$ cat config.mk
export PLATFORM = sky130hd
export DESIGN_NAME = next_prime_search_flat
export DESIGN_NICKNAME = d
export VERILOG_FILES = /design/src/sv/nps_pkg.sv /design/src/sv/nps_number_if.sv /design/src/sv/nps_prime_if.sv /design/src/sv/nps_divider.sv /design/src/sv/next_prime_search.sv /design/src/flat_wrapper.sv
export SDC_FILE = /design/constraint.sdc
export NUM_CORES = 1
export LEC_CHECK = 0
export BUFFER_PORTS_ARGS = -buffer_cell sky130_fd_sc_hd__buf_2
export CAP_MARGIN = 15
export CORE_MARGIN = 10
export CORE_UTILIZATION = 45
export DETAILED_ROUTE_END_ITERATION = 16
export GPL_TIMING_DRIVEN = 0
export PLACE_DENSITY = 0.66
export RECOVER_POWER = 50
export SYNTH_ARGS = -nofsm -noshare
export SYNTH_HDL_FRONTEND = slang
export SYNTH_SLANG_ARGS = --single-unit
export TNS_END_PERCENT = 10
$ cat constraint.sdc
create_clock -name clk -period 11.4 [get_ports clk]
set_input_delay 1.14 -clock clk [delete_from_list [all_inputs] [get_ports clk]]
set_output_delay 1.14 -clock clk [all_outputs]
set_load 0.05 [all_outputs]
$ cat src/sv/nps_pkg.sv
`timescale 1ns / 1ps

package nps_pkg;

    // Default width of the input number; the result is one bit wider.
    localparam int NPS_VALUE_WIDTH = 32;

    // Sequencer states of the search.
    typedef enum logic [2:0] {
        ST_IDLE,
        ST_CHECK,
        ST_START,
        ST_DIV,
        ST_DONE
    } state_t;

    // Control from the sequencer to the shared divider.
    typedef struct packed {
        logic start;
        logic hold;
    } div_ctl_t;

    // Status from the shared divider back to the sequencer.
    typedef struct packed {
        logic busy;
        logic done;
    } div_sts_t;

endpackage

$ cat src/sv/nps_number_if.sv
`timescale 1ns / 1ps

interface nps_number_if #(
    parameter int W = 32
);
    logic         valid;
    logic         ready;
    logic [W-1:0] number;

    modport source (output valid, output number, input ready);
    modport sink   (input valid, input number, output ready);
endinterface

$ cat src/sv/nps_prime_if.sv
`timescale 1ns / 1ps

interface nps_prime_if #(
    parameter int W = 33
);
    logic         valid;
    logic         ready;
    logic [W-1:0] next_prime;

    modport source (output valid, output next_prime, input ready);
    modport sink   (input valid, input next_prime, output ready);
endinterface

$ cat src/sv/nps_divider.sv
`timescale 1ns / 1ps

module nps_divider #(
    parameter int W = 33
) (
    input  logic              clk,
    input  logic              rst_n,
    input  nps_pkg::div_ctl_t ctl,
    input  logic [W-1:0]      dividend,
    input  logic [W-1:0]      divisor,
    output nps_pkg::div_sts_t sts,
    output logic [W-1:0]      quotient,
    output logic [W-1:0]      remainder
);
    import nps_pkg::*;

    localparam int CNT_W = $clog2(W);

    logic [W-1:0]     rem_reg, rem_next;
    logic [W-1:0]     quo_reg, quo_next;
    logic [W-1:0]     dsr_reg, dsr_next;
    logic [CNT_W-1:0] cnt_reg, cnt_next;
    logic             busy_reg, busy_next;
    logic             done_reg, done_next;
    logic [W:0]       trial;

    // Restoring division, one quotient bit per cycle while hold is low.
    assign trial = {rem_reg, quo_reg[W-1]} - {1'b0, dsr_reg};

    always_comb
    begin
        rem_next  = rem_reg;
        quo_next  = quo_reg;
        dsr_next  = dsr_reg;
        cnt_next  = cnt_reg;
        busy_next = busy_reg;
        done_next = 1'b0;
        if (ctl.start && !busy_reg)
        begin
            rem_next  = '0;
            quo_next  = dividend;
            dsr_next  = divisor;
            cnt_next  = '0;
            busy_next = 1'b1;
        end
        else if (busy_reg && !ctl.hold)
        begin
            if (!trial[W])
            begin
                rem_next = trial[W-1:0];
                quo_next = {quo_reg[W-2:0], 1'b1};
            end
            else
            begin
                rem_next = {rem_reg[W-2:0], quo_reg[W-1]};
                quo_next = {quo_reg[W-2:0], 1'b0};
            end
            cnt_next = cnt_reg + 1'b1;
            if (cnt_reg == CNT_W'(W - 1))
            begin
                busy_next = 1'b0;
                done_next = 1'b1;
            end
        end
    end

    always_ff @(posedge clk or negedge rst_n)
    begin
        if (!rst_n)
        begin
            busy_reg <= 1'b0;
            done_reg <= 1'b0;
            cnt_reg  <= '0;
        end
        else
        begin
            busy_reg <= busy_next;
            done_reg <= done_next;
            cnt_reg  <= cnt_next;
        end
    end

    always_ff @(posedge clk)
    begin
        rem_reg <= rem_next;
        quo_reg <= quo_next;
        dsr_reg <= dsr_next;
    end

    assign sts.busy  = busy_reg;
    assign sts.done  = done_reg;
    assign quotient  = quo_reg;
    assign remainder = rem_reg;

endmodule

$ cat src/sv/next_prime_search.sv
`timescale 1ns / 1ps

// Returns the smallest prime strictly greater than each request's number, as
// a result one bit wider than the input so that it can never overflow. An
// input of zero answers 2. Candidates are tried upward from number+1; even
// candidates above 2 are skipped without dividing, and odd ones are tested by
// trial division with odd divisors 3, 5, 7 and so on until the divisor exceeds
// the quotient. All divisions go through one shared restoring divider that
// produces one quotient bit per cycle; a single trial division consists of a
// start, VALUE_WIDTH+1 bit steps and a completion. The time for one request
// therefore grows with the number of trial divisions summed over every odd
// candidate tried; a large prime near 2^32 needs about 33000 divisions. One
// request is worked on at a time: the input is ready only while the
// sequencer is idle. A finished result sits in an output register, so a new
// request can be taken while the previous result still waits for the
// downstream side. There is no configuration and no state kept between
// requests.

module next_prime_search #(
    parameter int VALUE_WIDTH = nps_pkg::NPS_VALUE_WIDTH
) (
    input logic        clk,
    input logic        rst_n,
    nps_number_if.sink in_chan,
    nps_prime_if.source out_chan
);
    import nps_pkg::*;

    localparam int CW = VALUE_WIDTH + 1;

    state_t          state_reg, state_next;
    logic [CW-1:0]   cand_reg, cand_next;
    logic [CW-1:0]   dvs_reg, dvs_next;
    logic [CW-1:0]   res_reg, res_next;
    logic            out_valid_reg, out_valid_next;
    logic            out_free;
    div_ctl_t        div_ctl;
    div_sts_t        div_sts;
    logic [CW-1:0]   quotient;
    logic [CW-1:0]   remainder;

    // The shared divider computes candidate / divisor.
    nps_divider #(
        .W(CW)
    ) u_div (
        .clk       (clk),
        .rst_n     (rst_n),
        .ctl       (div_ctl),
        .dividend  (cand_reg),
        .divisor   (dvs_reg),
        .sts       (div_sts),
        .quotient  (quotient),
        .remainder (remainder)
    );

    // The output slot is free when empty or being emptied in this cycle.
    assign out_free = !out_valid_reg || out_chan.ready;

    always_comb
    begin
        state_next     = state_reg;
        cand_next      = cand_reg;
        dvs_next       = dvs_reg;
        res_next       = res_reg;
        out_valid_next = out_valid_reg && !out_chan.ready;
        div_ctl.start  = 1'b0;
        div_ctl.hold   = 1'b0;

        case (state_reg)
            ST_IDLE:
            begin
                if (in_chan.valid)
                begin
                    cand_next  = {1'b0, in_chan.number} + CW'(1);
                    state_next = ST_CHECK;
                end
            end
            ST_CHECK:
            begin
                // One is not prime, two and three are, and even candidates
                // of four or more are rejected without dividing.
                if (cand_reg < CW'(2) || (cand_reg >= CW'(4) && !cand_reg[0]))
                begin
                    cand_next = cand_reg + CW'(1);
                end
                else if (cand_reg < CW'(4))
                begin
                    state_next = ST_DONE;
                end
                else
                begin
                    dvs_next   = CW'(3);
                    state_next = ST_START;
                end
            end
            ST_START:
            begin
                div_ctl.start = 1'b1;
                state_next    = ST_DIV;
            end
            ST_DIV:
            begin
                if (div_sts.done)
                begin
                    if (dvs_reg > quotient)
                    begin
                        // The divisor has passed the square root: prime.
                        state_next = ST_DONE;
                    end
                    else if (remainder == '0)
                    begin
                        cand_next  = cand_reg + CW'(1);
                        state_next = ST_CHECK;
                    end
                    else
                    begin
                        dvs_next   = dvs_reg + CW'(2);
                        state_next = ST_START;
                    end
                end
            end
            ST_DONE:
            begin
                if (out_free)
                begin
                    res_next       = cand_reg;
                    out_valid_next = 1'b1;
                    state_next     = ST_IDLE;
                end
            end
            default:
            begin
                state_next = ST_IDLE;
            end
        endcase
    end

    always_ff @(posedge clk or negedge rst_n)
    begin
        if (!rst_n)
        begin
            state_reg     <= ST_IDLE;
            out_valid_reg <= 1'b0;
        end
        else
        begin
            state_reg     <= state_next;
            out_valid_reg <= out_valid_next;
        end
    end

    always_ff @(posedge clk)
    begin
        cand_reg <= cand_next;
        dvs_reg  <= dvs_next;
        res_reg  <= res_next;
    end

    assign in_chan.ready       = (state_reg == ST_IDLE);
    assign out_chan.valid      = out_valid_reg;
    assign out_chan.next_prime = res_reg;

    // A division only ever completes while the sequencer is waiting for it.
    assert property (@(posedge clk) disable iff (!rst_n)
        div_sts.done |-> state_reg == ST_DIV)
    else $error("divider finished outside the division state");

    // An accepted request always moves the sequencer into candidate checking.
    assert property (@(posedge clk) disable iff (!rst_n)
        (in_chan.valid && in_chan.ready) |=> state_reg == ST_CHECK)
    else $error("accepted request did not start a search");

    // Trial divisors are odd and at least three whenever a division starts.
    assert property (@(posedge clk) disable iff (!rst_n)
        state_reg == ST_START |-> (dvs_reg >= CW'(3) && dvs_reg[0]))
    else $error("bad trial divisor");

    // A division is only started once the divider has finished the last one.
    assert property (@(posedge clk) disable iff (!rst_n)
        state_reg == ST_START |-> !div_sts.busy)
    else $error("division started while the divider was busy");

    // Every reported prime is two or odd.
    assert property (@(posedge clk) disable iff (!rst_n)
        out_valid_reg |-> (res_reg[0] || res_reg == CW'(2)))
    else $error("reported result is even and not two");

endmodule
$ cat src/flat_wrapper.sv
// flat-port wrapper written by rule: the top's interface ports become plain ports
module next_prime_search_flat import nps_pkg::*;
#(
    parameter int VALUE_WIDTH = nps_pkg::NPS_VALUE_WIDTH
)
  (clk, rst_n, in_chan_valid, in_chan_number, in_chan_ready, out_chan_valid, out_chan_next_prime, out_chan_ready);
  nps_number_if in_chan_i ();
  nps_prime_if out_chan_i ();
  input logic clk;
  input logic rst_n;
  input wire logic [$bits(in_chan_i.valid)-1:0] in_chan_valid;
  input wire logic [$bits(in_chan_i.number)-1:0] in_chan_number;
  output wire logic [$bits(in_chan_i.ready)-1:0] in_chan_ready;
  output wire logic [$bits(out_chan_i.valid)-1:0] out_chan_valid;
  output wire logic [$bits(out_chan_i.next_prime)-1:0] out_chan_next_prime;
  input wire logic [$bits(out_chan_i.ready)-1:0] out_chan_ready;
  assign in_chan_i.valid = in_chan_valid;
  assign in_chan_i.number = in_chan_number;
  assign in_chan_ready = in_chan_i.ready;
  assign out_chan_valid = out_chan_i.valid;
  assign out_chan_next_prime = out_chan_i.next_prime;
  assign out_chan_i.ready = out_chan_ready;
  next_prime_search #(.VALUE_WIDTH(VALUE_WIDTH)) u_core (.clk(clk), .rst_n(rst_n), .in_chan(in_chan_i), .out_chan(out_chan_i));
endmodule
==> results of run 1 <==
[Yosys cell counts, types with 11 or more instances]
library cell    n
a21o_1         36
a21oi_1        50
a22o_1         11
clkbuf_1       25
dfrtp_1        12
dfxtp_1        33
edfxtp_1      163
ha_1           68
inv_1          83
mux2i_1        45
nand2_1       141
nand3_1        45
nand4_1        20
nor2_1         67
nor3_1         19
nor4_1         16
o21ai_0        77
xnor2_1        38
xor2_1         56
[final cells by class]
cell class | count | area [um2]
diodes | 1 | 2.50
plain buffers | 33 | 154
clock buffers | 26 | 587
clock inverters | 15 | 160
fillers | 2312 | 12600
inverters | 83 | 312
multi-input cells | 819 | 5520
flip-flops and latches | 208 | 5860
well taps | 335 | 419
repair buffers | 75 | 397
[critical path: stages, from the launching register on]
cell and delay [ns]:
dfrtp_1 0.43, nand2b_1 0.13, buf_4 0.15, clkbuf_1 0.44
clkbuf_1 0.58, clkbuf_1 0.60, nand2_1 0.11, nand2_1 0.11
ha_1 0.23, nor4b_1 0.47, and2_1 0.31, and2_2 0.22
and2b_2 0.21, and2_1 0.22, nand3_1 0.11, xor2_1 0.14
o21ai_0 0.09
[through the flow]
step / power (W) / util [%]
after floorplan: 0.00274 / -
after global placement: 0.00313 / 48.5
after detailed placement: 0.00319 / 48.9
after CTS: 0.00395 / 51.8
after global routing: 0.00423 / 51.6
final: 0.00393 / 51.6
[kinds of logic after synthesis]
family	Yosys count	synth area share, %
adder cells (fa/ha/maj)	69	7.36
AND/OR/NAND/NOR	361	14.3
AO/OA/AOI/OAI	240	13.0
buffers and inverters	116	3.94
multiplexers	54	4.69
flip-flops	208	49.5
XOR/XNOR	95	7.19
[power breakdown]
group	internal, W	switching [W]	total, W
Combinational	0.000774	0.000969	0.00174
Sequential	0.00119	0.000256	0.00144
Clock	0.000440	0.000303	0.000743
[path summary, 6_finish.rpt]
check                                                start                         end  slack, ns  cells after the start
worst max-delay path                   u_core.state_reg[2]         u_core.cand_reg[32]       6.55                     16
worst min-delay path            u_core.u_div.remainder[18]  u_core.u_div.remainder[18]       0.49                      2
worst max register to register         u_core.state_reg[2]         u_core.cand_reg[32]       6.55                     16
worst min register to register  u_core.u_div.remainder[18]  u_core.u_div.remainder[18]       0.49                      2
max in group asynchronous                            rst_n       u_core.u_div.busy_reg      10.22                      1
min in group asynchronous                            rst_n       u_core.out_chan.valid       0.69                      1
[metal layers]
| layer | up-vias | part of all wire, % | wire length, um |
|---|---|---|---|
| met1 | 4114 | 45 | 12200 |
| met3 | 45 | 5.6 | 1510 |
| li1 | 4352 | - | - |
| met4 | 0 | 2.2 | 585 |
| met2 | 214 | 47 | 12800 |
| met5 | - | 0 | 0 |
==> tab_implementation.tex, run 1 <==
\begin{tabular}{lr}
\hline
Metric & Value \\
\hline
\multicolumn{2}{l}{\textbf{STA}} \\
\quad Count of final hold-check violations & 0 \\
\quad Final Skew & 0.00869 ns \\
\quad Total negative setup slack & 0 ns \\
\quad Headroom to the max-slew limit & -3.04\% \\
\quad Final count of pins violating max slew & 34 \\
\quad Transition time at the pin with the least slew margin & 1.55 ns \\
\quad Unrepaired setup endpoints after global routing & false \\
\quad Final Critical Period & 4.85 ns \\
\quad Fmax & 206 MHz \\
\quad Final worst setup slack & 6.55 ns \\
\quad Share of the cycle needed by the critical path after routing & 42.6\% \\
\quad Worst hold slack after final layout & 0.492 ns \\
\quad Final setup viols & 0 \\
\multicolumn{2}{l}{\textbf{Detailed routing}} \\
\quad Post-route antenna net violation count & 0 \\
\quad DRC errors left & 0 \\
\quad Total number of vias & 8725 \\
\quad Post-detailed-routing wire length & 27200 um \\
\quad Post-detailed-route via-to-cell ratio & 5.47 \\
\quad Iteration count of the initial detailed-routing pass & 6 \\
\quad Violation count after the first detailed-route iteration & 539 \\
\quad Post-DR wirelength/cell & 17.0 um \\
\multicolumn{2}{l}{\textbf{Clock network}} \\
\quad H-tree lvl count & 1 \\
\quad Hold-fix buffers at CTS & 0 \\
\quad Number of CTS-inserted buffers & 23 \\
\quad CTS resizes & 0 \\
\quad Clock-pin slew on the worst setup and hold paths & 0.06 ns \\
\quad Clk sink count & 208 \\
\quad TritonCTS clock tree & yes \\
\quad CTS Buffer Depth & 3 \\
\quad Root Driver & clkbuf\_16 \\
\quad Clock network latency to the later pin of the worst-skew pair & 0.51 ns \\
\quad Setup Buffers After CTS & 0 \\
\multicolumn{2}{l}{\textbf{Synthesis}} \\
\quad Number of warning messages in the yosys log & 0 \\
\quad Number of enable flip-flop cells after synthesis & 163 \\
\quad Register area share after synthesis & 49.5\% \\
\quad Top cell type's share of synthesized area & 41.4\% \\
\quad Netlist area before placement & 11800 um2 \\
\quad Cell types with the largest area share after synthesis & edfxtp\_1 41\%, ha\_1 7.2\%, dfxtp\_1 5.6\%, nand2\_1 4.5\%, xor2\_1 4.1\% \\
\quad Synthesized netlist net count & 1248 \\
\quad Gate count after technology mapping & 1143 \\
\quad Yosys top cell by area & edfxtp\_1 \\
\quad Fraction of registers with async set or reset after synthesis & 5.77\% \\
\quad Total of flip-flops plus latches after synthesis & 208 \\
\quad Number of different library cells in the post-synthesis netlist & 69 \\
\quad Synthesized area per cell & 10.4 um2 \\
\quad Predominant post-synthesis flop cell & edfxtp\_1 \\
\multicolumn{2}{l}{\textbf{GRT}} \\
\quad Overall track demand over capacity in global routing & 16.0\% \\
\quad Peak-usage layer in the global routing report & met2 \\
\quad Total congestion overflow after global routing & 0 \\
\quad Global-route met2 utilization & 26.8\% \\
\quad Global routing usage on met1 & 20.6\% \\
\quad Global routing usage on met3 & 3.30\% \\
\quad Maximum number of pins on one net before global-route repair & 34 \\
\quad Vias in the first global route & 8545 \\
\quad Global-route wire length before repair & 44500 um \\
\quad Antenna violations before repair & 1 \\
\multicolumn{2}{l}{\textbf{Power and ir drop}} \\
\quad Cell leakage power & 5.27 nW \\
\quad Worst IR drop on VDD & 0.158 mV \\
\quad Power per cell area & 293 nW/um2 \\
\multicolumn{2}{l}{\textbf{Die}} \\
\quad Die ar. & 33200 um2 \\
\quad Die Span X & 182 um \\
\quad Initial standard-cell utilization of the core & 45.5\% \\
\quad Number of I/O pins & 71 \\
\quad Core area & 26000 um2 \\
\quad Die boundary height & 182 um \\
\quad Number of placement rows & 59 \\
\multicolumn{2}{l}{\textbf{Place}} \\
\quad Count of buffers inserted at the top-level ports & 70 \\
\quad Placed Cells incl. Taps & 1553 \\
\quad HPWL reported at the end of detailed placement & 20500 um \\
\quad Area after detailed placement & 12700 um2 \\
\quad Setup Slack @ Placement & 6.83 ns \\
\quad Routability cong. & 0.915 \\
\multicolumn{2}{l}{\textbf{Layout}} \\
\quad Fraction of final layout cells sized beyond drive strength 1 & 8.02\% \\
\quad Filler-free cell count of the finished design & 1595 \\
\quad Post-Layout Inst Area & 13400 um2 \\
\quad Most frequent cells in the layout & 163 x edfxtp\_1, 141 x nand2\_1, 83 x inv\_1, 77 x o21ai\_0, 68 x ha\_1 \\
\quad P\&R area growth vs syn & 13.3\% \\
\quad NumNets Final & 1348 \\
\quad Most frequent standard cell in the layout excluding fill and tap cells & edfxtp\_1 \\
\multicolumn{2}{l}{\textbf{Worst setup path}} \\
\quad Capturing element type of the critical path & flop \\
\quad Worst path required time & 11.62 ns \\
\quad Maximum fanout along the worst path & 10 \\
\quad Signal arrival time at the worst endpoint & 5.07 ns \\
\quad Startpoint class of the critical path & flop \\
\quad Path type of the worst setup path & flop to flop \\
\multicolumn{2}{l}{\textbf{Hold path}} \\
\quad Hold crit path type & flop to flop \\
\multicolumn{2}{l}{\textbf{Run status}} \\
\quad Result of the run & complete, but fails checks \\
\quad Violated checks & capacitance limit, slew limit \\
\multicolumn{2}{l}{\textbf{Flow run}} \\
\quad Max-cap viol count & 1 \\
\hline
\end{tabular}
(Power assumes the default switching activity.)
==> inputs of run 2 (changes only) <==
Settings changed: ABC_AREA from default to 1.
Clock period 11.4 ns to 5.07 ns, I/O delays scaled along.
==> tab_implementation.tex, run 2 <==
\begin{tabular}{lr}
\hline
Metric & Value \\
\hline
\multicolumn{2}{l}{\textbf{Run status}} \\
\quad Result of the run & complete, but fails checks (unchanged) \\
\quad Violated checks & capacitance limit, slew limit (unchanged) \\
\multicolumn{2}{l}{\textbf{Worst setup path}} \\
\quad Maximum fanout along the worst path & 10 (unchanged) \\
\quad Signal arrival time at the worst endpoint & 3.94 ns (was 5.07 ns) \\
\quad Series of cell instances along the critical path & inv\_1 > nand3\_1 > nand2\_1 > clkinvlp\_2 > clkbuf\_1 > nand2\_1 > nand2\_1 > ha\_1 > inv\_1 > nor2\_4 > nand2\_2 > nor2\_4 > nand2\_2 > nor2\_2 > nand2\_1 > xor2\_1 (was nand2b\_1 > buf\_4 > clkbuf\_1 > clkbuf\_1 > clkbuf\_1 > nand2\_1 > nand2\_1 > ha\_1 > nor4b\_1 > and2\_1 > and2\_2 > and2b\_2 > and2\_1 > nand3\_1 > xor2\_1 > o21ai\_0) \\
\quad Path type of the worst setup path & flop to flop (unchanged) \\
\quad CP max stage cell & clkbuf\_1 (unchanged) \\
\quad Capturing element type of the critical path & flop (unchanged) \\
\quad Worst stage delay on the critical path & 0.53 ns (was 0.60 ns) \\
\quad Startpoint class of the critical path & flop (unchanged) \\
\quad Worst path required time & 5.31 ns (was 11.62 ns) \\
\quad Library cell appearing most often on the critical path & nand2\_1 (was clkbuf\_1) \\
\multicolumn{2}{l}{\textbf{Synthesis}} \\
\quad Total of flip-flops plus latches after synthesis & 208 (unchanged) \\
\quad Register area share after synthesis & 44.8\% (was 49.5\%) \\
\quad Post-synth top cells & 446 x nand2\_1, 279 x inv\_1, 163 x edfxtp\_1, 149 x nor2\_1, 107 x nand3\_1 (was 163 x edfxtp\_1, 141 x nand2\_1, 83 x inv\_1, 77 x o21ai\_0, 68 x ha\_1) \\
\quad Number of warning messages in the yosys log & 0 (unchanged) \\
\quad Most frequent cell after synthesis & nand2\_1 (was edfxtp\_1) \\
\quad Netlist area before placement & 13100 um2 (was 11800 um2) \\
\quad Gate count after technology mapping & 1660 (was 1143) \\
\quad Fraction of registers with async set or reset after synthesis & 5.77\% (unchanged) \\
\quad Top cell type's share of synthesized area & 37.5\% (was 41.4\%) \\
\quad Yosys top cell by area & edfxtp\_1 (unchanged) \\
\quad Predominant post-synthesis flop cell & edfxtp\_1 (unchanged) \\
\quad Synthesized area per cell & 7.87 um2 (was 10.4 um2) \\
\quad Number of enable flip-flop cells after synthesis & 163 (unchanged) \\
\quad Synthesized netlist net count & 1765 (was 1248) \\
\quad Cell types with the largest area share after synthesis & edfxtp\_1 37\%, nand2\_1 13\%, inv\_1 8.0\%, ha\_1 6.5\%, dfxtp\_1 5.1\% (was edfxtp\_1 41\%, ha\_1 7.2\%, dfxtp\_1 5.6\%, nand2\_1 4.5\%, xor2\_1 4.1\%) \\
\quad Number of different library cells in the post-synthesis netlist & 45 (was 69) \\
\multicolumn{2}{l}{\textbf{Layout}} \\
\quad P\&R area growth vs syn & 12.3\% (was 13.3\%) \\
\quad NumNets Final & 1865 (was 1348) \\
\quad Most frequent standard cell in the layout excluding fill and tap cells & nand2\_1 (was edfxtp\_1) \\
\quad Number of antenna repair diodes & 0 (was 1) \\
\quad Fraction of final layout cells sized beyond drive strength 1 & 7.09\% (was 8.02\%) \\
\quad Most frequent cells in the layout & 449 x nand2\_1, 280 x inv\_1, 163 x edfxtp\_1, 150 x nor2\_1, 108 x nand3\_1 (was 163 x edfxtp\_1, 141 x nand2\_1, 83 x inv\_1, 77 x o21ai\_0, 68 x ha\_1) \\
\multicolumn{2}{l}{\textbf{Hold path}} \\
\quad Hold crit path type & input port to flop (was flop to flop) \\
\multicolumn{2}{l}{\textbf{Clock network}} \\
\quad H-tree lvl count & 1 (unchanged) \\
\quad Clk sink count & 208 (unchanged) \\
\quad CTS resizes & 0 (unchanged) \\
\quad CTS Buffer Depth & 3 (unchanged) \\
\quad Setup Buffers After CTS & 0 (unchanged) \\
\quad Clock network latency to the later pin of the worst-skew pair & 0.51 ns (about the same) \\
\quad Root Driver & clkbuf\_16 (unchanged) \\
\quad Clock-pin slew on the worst setup and hold paths & 0.06 ns (about the same) \\
\quad TritonCTS clock tree & yes (unchanged) \\
\quad Number of CTS-inserted buffers & 22 (was 23) \\
\multicolumn{2}{l}{\textbf{Detailed routing}} \\
\quad Post-detailed-routing wire length & 34200 um (was 27200 um) \\
\quad Detail Route met2 WL & 16100 um (was 12800 um) \\
\quad Total number of vias & 10900 (was 8725) \\
\quad Post-DR wirelength/cell & 15.8 um (was 17.0 um) \\
\quad Routed length on met3 & 1760 um (was 1510 um) \\
\quad Post-detailed-route via-to-cell ratio & 5.06 (was 5.47) \\
\quad DRC errors left & 0 (unchanged) \\
\quad Iteration count of the initial detailed-routing pass & 6 (unchanged) \\
\quad Met1 wire length & 15200 um (was 12200 um) \\
\quad Violation count after the first detailed-route iteration & 778 (was 539) \\
\quad Top layer in use & met5 (was met4) \\
\quad Post-route antenna net violation count & 0 (unchanged) \\
\multicolumn{2}{l}{\textbf{STA}} \\
\quad Final Critical Period & 3.70 ns (was 4.85 ns) \\
\quad Unrepaired setup endpoints after global routing & false (unchanged) \\
\quad Total negative setup slack & 0 ns (unchanged) \\
\quad Fmax & 270 MHz (was 206 MHz) \\
\quad Final Skew & 0.0183 ns (was 0.00869 ns) \\
\quad Transition time at the pin with the least slew margin & 1.99 ns (was 1.55 ns) \\
\quad Headroom to the max-slew limit & -32.7\% (was -3.04\%) \\
\quad Final setup viols & 0 (unchanged) \\
\quad Final count of pins violating max slew & 69 (was 34) \\
\quad Count of final hold-check violations & 0 (unchanged) \\
\quad Share of the cycle needed by the critical path after routing & 73.0\% (was 42.6\%) \\
\multicolumn{2}{l}{\textbf{Die}} \\
\quad Die boundary height & 190 um (was 182 um) \\
\quad Die Span X & 190 um (was 182 um) \\
\quad Die ar. & 36200 um2 (was 33200 um2) \\
\quad Number of I/O pins & 71 (unchanged) \\
\quad Core area & 28700 um2 (was 26000 um2) \\
\quad Initial standard-cell utilization of the core & 45.5\% (about the same) \\
\quad Number of placement rows & 62 (was 59) \\
\multicolumn{2}{l}{\textbf{Power and ir drop}} \\
\quad Worst IR drop on VDD & 0.401 mV (was 0.158 mV) \\
\quad Power consumption & 0.0109 W (was 0.00393 W) \\
\quad Cell leakage power & 6.60 nW (was 5.27 nW) \\
\quad Power per cell area & 742 nW/um2 (was 293 nW/um2) \\
\multicolumn{2}{l}{\textbf{Place}} \\
\quad HPWL reported at the end of detailed placement & 27200 um (was 20500 um) \\
\quad Count of buffers inserted at the top-level ports & 70 (unchanged) \\
\quad Routability cong. & 1.01 (was 0.915) \\
\multicolumn{2}{l}{\textbf{GRT}} \\
\quad Antenna violations before repair & 1 (unchanged) \\
\quad Total congestion overflow after global routing & 0 (unchanged) \\
\quad Maximum number of pins on one net before global-route repair & 36 (was 34) \\
\quad Global-route wire length before repair & 55000 um (was 44500 um) \\
\quad Vias in the first global route & 10800 (was 8545) \\
\quad Overall track demand over capacity in global routing & 18.7\% (was 16.0\%) \\
\multicolumn{2}{l}{\textbf{Flow run}} \\
\quad Max-cap viol count & 2 (was 1) \\
\hline
\end{tabular}
==> run 2: cell count changes after synthesis, moves of 14 or more <==
| cell | change |
|---|---|
| mux2i_1 | -45 |
| o21ai_1 | +16 |
| nand2_1 | +305 |
| inv_1 | +196 |
| nand2_2 | +14 |
| nor2_1 | +82 |
| xor2_1 | -24 |
| nand3_1 | +62 |
| a21o_1 | -34 |
| a21oi_1 | +20 |
==> run 2: timing repair <==
action,in CTS,in global routing
endpoints found under the setup margin,0,0
hold endpoints to repair,12,0
hold buffers,1,0
==> run 2: metrics by stage <==
step | utilization, % | hold WS (ns) | cells | worst slack [ns] | instance area, um2
global route | 51.1 | 0.238 | 2160 | 1.03 | 14700
detailed placement | 48.8 | 0.397 | 2118 | 1.42 | 14000
CTS | 51.5 | 0.198 | 2159 | 1.41 | 14800
global placement | 48.4 | 0.399 | 2114 | 1.34 | 13900
floorplan | - | 0.211 | 1660 | 2.28 | 13100
finish | 51.1 | 0.206 | 2160 | 1.37 | 14700
==> run 2: final timing paths <==
check                                            from                    endpoint  slack [ns]  depth (start not counted)
min reg2reg                u_core.u_div.remainder[24]  u_core.u_div.remainder[24]        0.48                          2
max in group asynchronous                       rst_n     u_core.u_div.cnt_reg[2]        4.13                          2
min in group asynchronous                       rst_n         u_core.state_reg[1]        0.53                          2
max                               u_core.state_reg[2]         u_core.cand_reg[22]        1.37                         16
min                                    out_chan_ready       u_core.out_chan.valid        0.21                          2
max reg2reg                       u_core.state_reg[2]         u_core.cand_reg[22]        1.37                         16
==> run 2: cell type report <==
type / instances / area [um2]
Timing Repair Buffer: 76 / 405
Tap cell: 384 / 480
Fill cell: 2773 / 14000
Buffer: 28 / 159
Multi-Input combinational cell: 1137 / 5940
Sequential cell: 208 / 5860
Clock buffer: 30 / 654
Clock inverter: 10 / 104
Inverter: 287 / 1080
==> run 2: kinds of logic after synthesis <==
kind of cell,share of synthesized area [%]
AND/OR/NAND/NOR,26.8
AO/OA/AOI/OAI,8.09
flip-flops,44.8
XOR/XNOR,4.02
adder cells (fa/ha/maj),6.67
buffers and inverters,9.53
multiplexers,0.0862
==> run 2: metal layers <==
metal	vias up	track usage, %
met3	73	2.85
met1	4986	23.6
met2	284	31.7
met4	2	6.66
met5	-	0
li1	5592	-
==> run 2: critical path: cells and delay by family, from the launching register on <==
| family | cells | cell delay, ns |
|---|---|---|
| xor+xnor | 1 | 0.15 |
| flops | 1 | 0.38 |
| simple gates | 10 | 1.67 |
| fa+ha+maj | 1 | 0.24 |
| buf+inv | 4 | 0.98 |
==> run 2: power by group <==
group,leakage (nW),internal (W),switching (W)
logic,4.26,0.00192,0.00373
registers,1.97,0.00293,0.000637
clock network,0.366,0.00101,0.000672
total,6.60,0.00585,0.00504
==> inputs of run 3 (changes only) <==
Clock period 5.07 ns to 3.65 ns, I/O delays scaled along.
==> tab_implementation.tex, run 3 (synthesized netlist as in run 2, its figures left out) <==
\begin{tabular}{lr}
\hline
Metric & Value \\
\hline
\multicolumn{2}{l}{\textbf{Run status}} \\
\quad Result of the run & complete, but fails checks (unchanged) \\
\quad Violated checks & capacitance limit, slew limit (unchanged) \\
\multicolumn{2}{l}{\textbf{Worst setup path}} \\
\quad Capturing element type of the critical path & flop (unchanged) \\
\quad Startpoint class of the critical path & flop (unchanged) \\
\quad Origin of the critical flop-to-flop path & u\_core.u\_div.quotient[32] (was u\_core.state\_reg[2]) \\
\quad First element of the critical path & u\_core.u\_div.quotient[32] (was u\_core.state\_reg[2]) \\
\quad Maximum fanout along the worst path & 33 (was 10) \\
\quad Worst path required time & 3.70 ns (was 5.31 ns) \\
\quad Path type of the worst setup path & flop to flop (unchanged) \\
\quad Signal arrival time at the worst endpoint & 3.44 ns (was 3.94 ns) \\
\multicolumn{2}{l}{\textbf{Hold path}} \\
\quad Hold crit path type & input port to flop (unchanged) \\
\quad Worst hold path startpoint & out\_chan\_ready (unchanged) \\
\multicolumn{2}{l}{\textbf{Power and ir drop}} \\
\quad Cell leakage power & 6.59 nW (was 6.60 nW) \\
\quad Worst IR drop on VDD & 0.624 mV (was 0.401 mV) \\
\quad Power per cell area & 1030 nW/um2 (was 742 nW/um2) \\
\multicolumn{2}{l}{\textbf{STA}} \\
\quad Final Critical Period & 3.40 ns (was 3.70 ns) \\
\quad Headroom to the max-slew limit & -14.5\% (was -32.7\%) \\
\quad Unrepaired setup endpoints after global routing & false (unchanged) \\
\quad Final Skew & 0.0168 ns (was 0.0183 ns) \\
\quad Final count of pins violating max slew & 33 (was 69) \\
\quad Final setup viols & 0 (unchanged) \\
\quad Fmax & 294 MHz (was 270 MHz) \\
\quad Transition time at the pin with the least slew margin & 1.72 ns (was 1.99 ns) \\
\quad Count of final hold-check violations & 0 (unchanged) \\
\quad Share of the cycle needed by the critical path after routing & 93.0\% (was 73.0\%) \\
\multicolumn{2}{l}{\textbf{Detailed routing}} \\
\quad Post-detailed-routing wire length & 34200 um (about the same) \\
\quad Iteration count of the initial detailed-routing pass & 5 (was 6) \\
\quad Post-detailed-route via-to-cell ratio & 5.08 (was 5.06) \\
\quad Violation count after the first detailed-route iteration & 799 (was 778) \\
\quad Post-route antenna net violation count & 0 (unchanged) \\
\quad DRC errors left & 0 (unchanged) \\
\quad Total number of vias & 11000 (was 10900) \\
\quad Post-DR wirelength/cell & 15.9 um (was 15.8 um) \\
\multicolumn{2}{l}{\textbf{Place}} \\
\quad Placed Cells incl. Taps & 2118 (unchanged) \\
\quad Count of buffers inserted at the top-level ports & 70 (unchanged) \\
\quad Routability cong. & 1.01 (unchanged) \\
\quad HPWL reported at the end of detailed placement & 27200 um (unchanged) \\
\multicolumn{2}{l}{\textbf{GRT}} \\
\quad Vias in the first global route & 10800 (unchanged) \\
\quad Maximum number of pins on one net before global-route repair & 36 (unchanged) \\
\quad Antenna violations before repair & 1 (unchanged) \\
\quad Total congestion overflow after global routing & 0 (unchanged) \\
\quad Global-route wire length before repair & 55000 um (unchanged) \\
\quad Overall track demand over capacity in global routing & 18.7\% (unchanged) \\
\multicolumn{2}{l}{\textbf{Clock network}} \\
\quad Clock-pin slew on the worst setup and hold paths & 0.06 ns (about the same) \\
\quad Number of CTS-inserted buffers & 22 (unchanged) \\
\quad H-tree lvl count & 1 (unchanged) \\
\quad CTS Buffer Depth & 3 (unchanged) \\
\quad Clk sink count & 208 (unchanged) \\
\quad TritonCTS clock tree & yes (unchanged) \\
\quad Root Driver & clkbuf\_16 (unchanged) \\
\quad Clock network latency to the later pin of the worst-skew pair & 0.51 ns (about the same) \\
\multicolumn{2}{l}{\textbf{Die}} \\
\quad Core area & 28700 um2 (unchanged) \\
\quad Die Span X & 190 um (unchanged) \\
\quad Die ar. & 36200 um2 (unchanged) \\
\quad Number of I/O pins & 71 (unchanged) \\
\quad Initial standard-cell utilization of the core & 45.5\% (unchanged) \\
\quad Number of placement rows & 62 (unchanged) \\
\quad Die boundary height & 190 um (unchanged) \\
\multicolumn{2}{l}{\textbf{Layout}} \\
\quad Most frequent cells in the layout & 450 x nand2\_1, 279 x inv\_1, 163 x edfxtp\_1, 149 x nor2\_1, 108 x nand3\_1 (was 449 x nand2\_1, 280 x inv\_1, 163 x edfxtp\_1, 150 x nor2\_1, 108 x nand3\_1) \\
\quad P\&R area growth vs syn & 12.2\% (was 12.3\%) \\
\quad Number of antenna repair diodes & 0 (unchanged) \\
\quad NumNets Final & 1864 (was 1865) \\
\quad Finished Core Util & 51.1\% (about the same) \\
\quad Filler-free cell count of the finished design & 2159 (was 2160) \\
\quad Most frequent standard cell in the layout excluding fill and tap cells & nand2\_1 (unchanged) \\
\quad Fraction of final layout cells sized beyond drive strength 1 & 7.21\% (was 7.09\%) \\
\multicolumn{2}{l}{\textbf{Flow run}} \\
\quad Max-cap viol count & 1 (was 2) \\
\hline
\end{tabular}
[run 3: cell types whose count changed in the layout (fill, tap and decap cells not counted), sizes merged]
cell / delta
clkinvlp: +1
clkbuf: -1
inv: -1
[run 3: where the power goes]
part | internal [W] | total (W) | switching, W | leakage, nW
clock network | 0.00140 | 0.00233 | 0.000929 | 0.366
logic | 0.00262 | 0.00780 | 0.00518 | 4.25
registers | 0.00407 | 0.00496 | 0.000889 | 1.97
[run 3: metrics by stage]
stage                     TNS [ns]  worst slack (ns)  cell area (um2)  hold slack [ns]  power, W
after global routing             0            0.0421            14700           0.0961    0.0164
after floorplan                  0             0.864            13100           0.0694    0.0105
after detailed placement         0           0.00128            14000            0.255    0.0127
after global placement       -3.32           -0.0849            13900            0.257    0.0125
final                            0             0.254            14700           0.0702    0.0151
after CTS                        0             0.174            14800           0.0563    0.0151
[run 3: final cells by class]
type | instances | area, um2
fillers | 2774 | 14000
multi-input cells | 1137 | 5940
repair buffers | 75 | 379
inverters | 287 | 1080
well taps | 384 | 480
flip-flops and latches | 208 | 5860
plain buffers | 28 | 166
clock inverters | 10 | 104
clock buffers | 30 | 654
[run 3: critical path, cell delays in order (launching register included)]
cell        delay [ns]
edfxtp_1          0.52
inv_1             0.19
ha_1              0.36
nand4_1           0.17
nor4_1            0.58
nand2_1           0.11
nand2_1           0.12
nand3_1           0.15
nand3_1           0.16
clkinvlp_4        0.55
[run 3: what timing repair did]
item / CTS / global route
setup endpoints to repair: 25 / 0
resized for setup: 1 / 0
buffers inserted: 0 / 0
endpoints found under the hold margin: 12 / 0
hold buffers: 1 / 0
[run 3: path summary, 6_finish.rpt]
path	endpoint	slack, ns	cells after the start
worst max-delay path	u_core.cand_reg[26]	0.25	9
worst min-delay path	u_core.out_chan.valid	0.07	2
worst max register to register	u_core.cand_reg[26]	0.25	9
worst min register to register	u_core.u_div.remainder[24]	0.48	2
max in group asynchronous	u_core.u_div.cnt_reg[2]	2.85	2
min in group asynchronous	u_core.u_div.cnt_reg[1]	0.39	2
[run 3: per-layer routing]
metal	GRT usage (%)	routed length [um]	up-vias
li1	-	-	5596
met4	6.66	1140	2
met3	2.85	1750	76
met2	31.7	16100	290
met1	23.6	15200	5001
met5	0	13	-
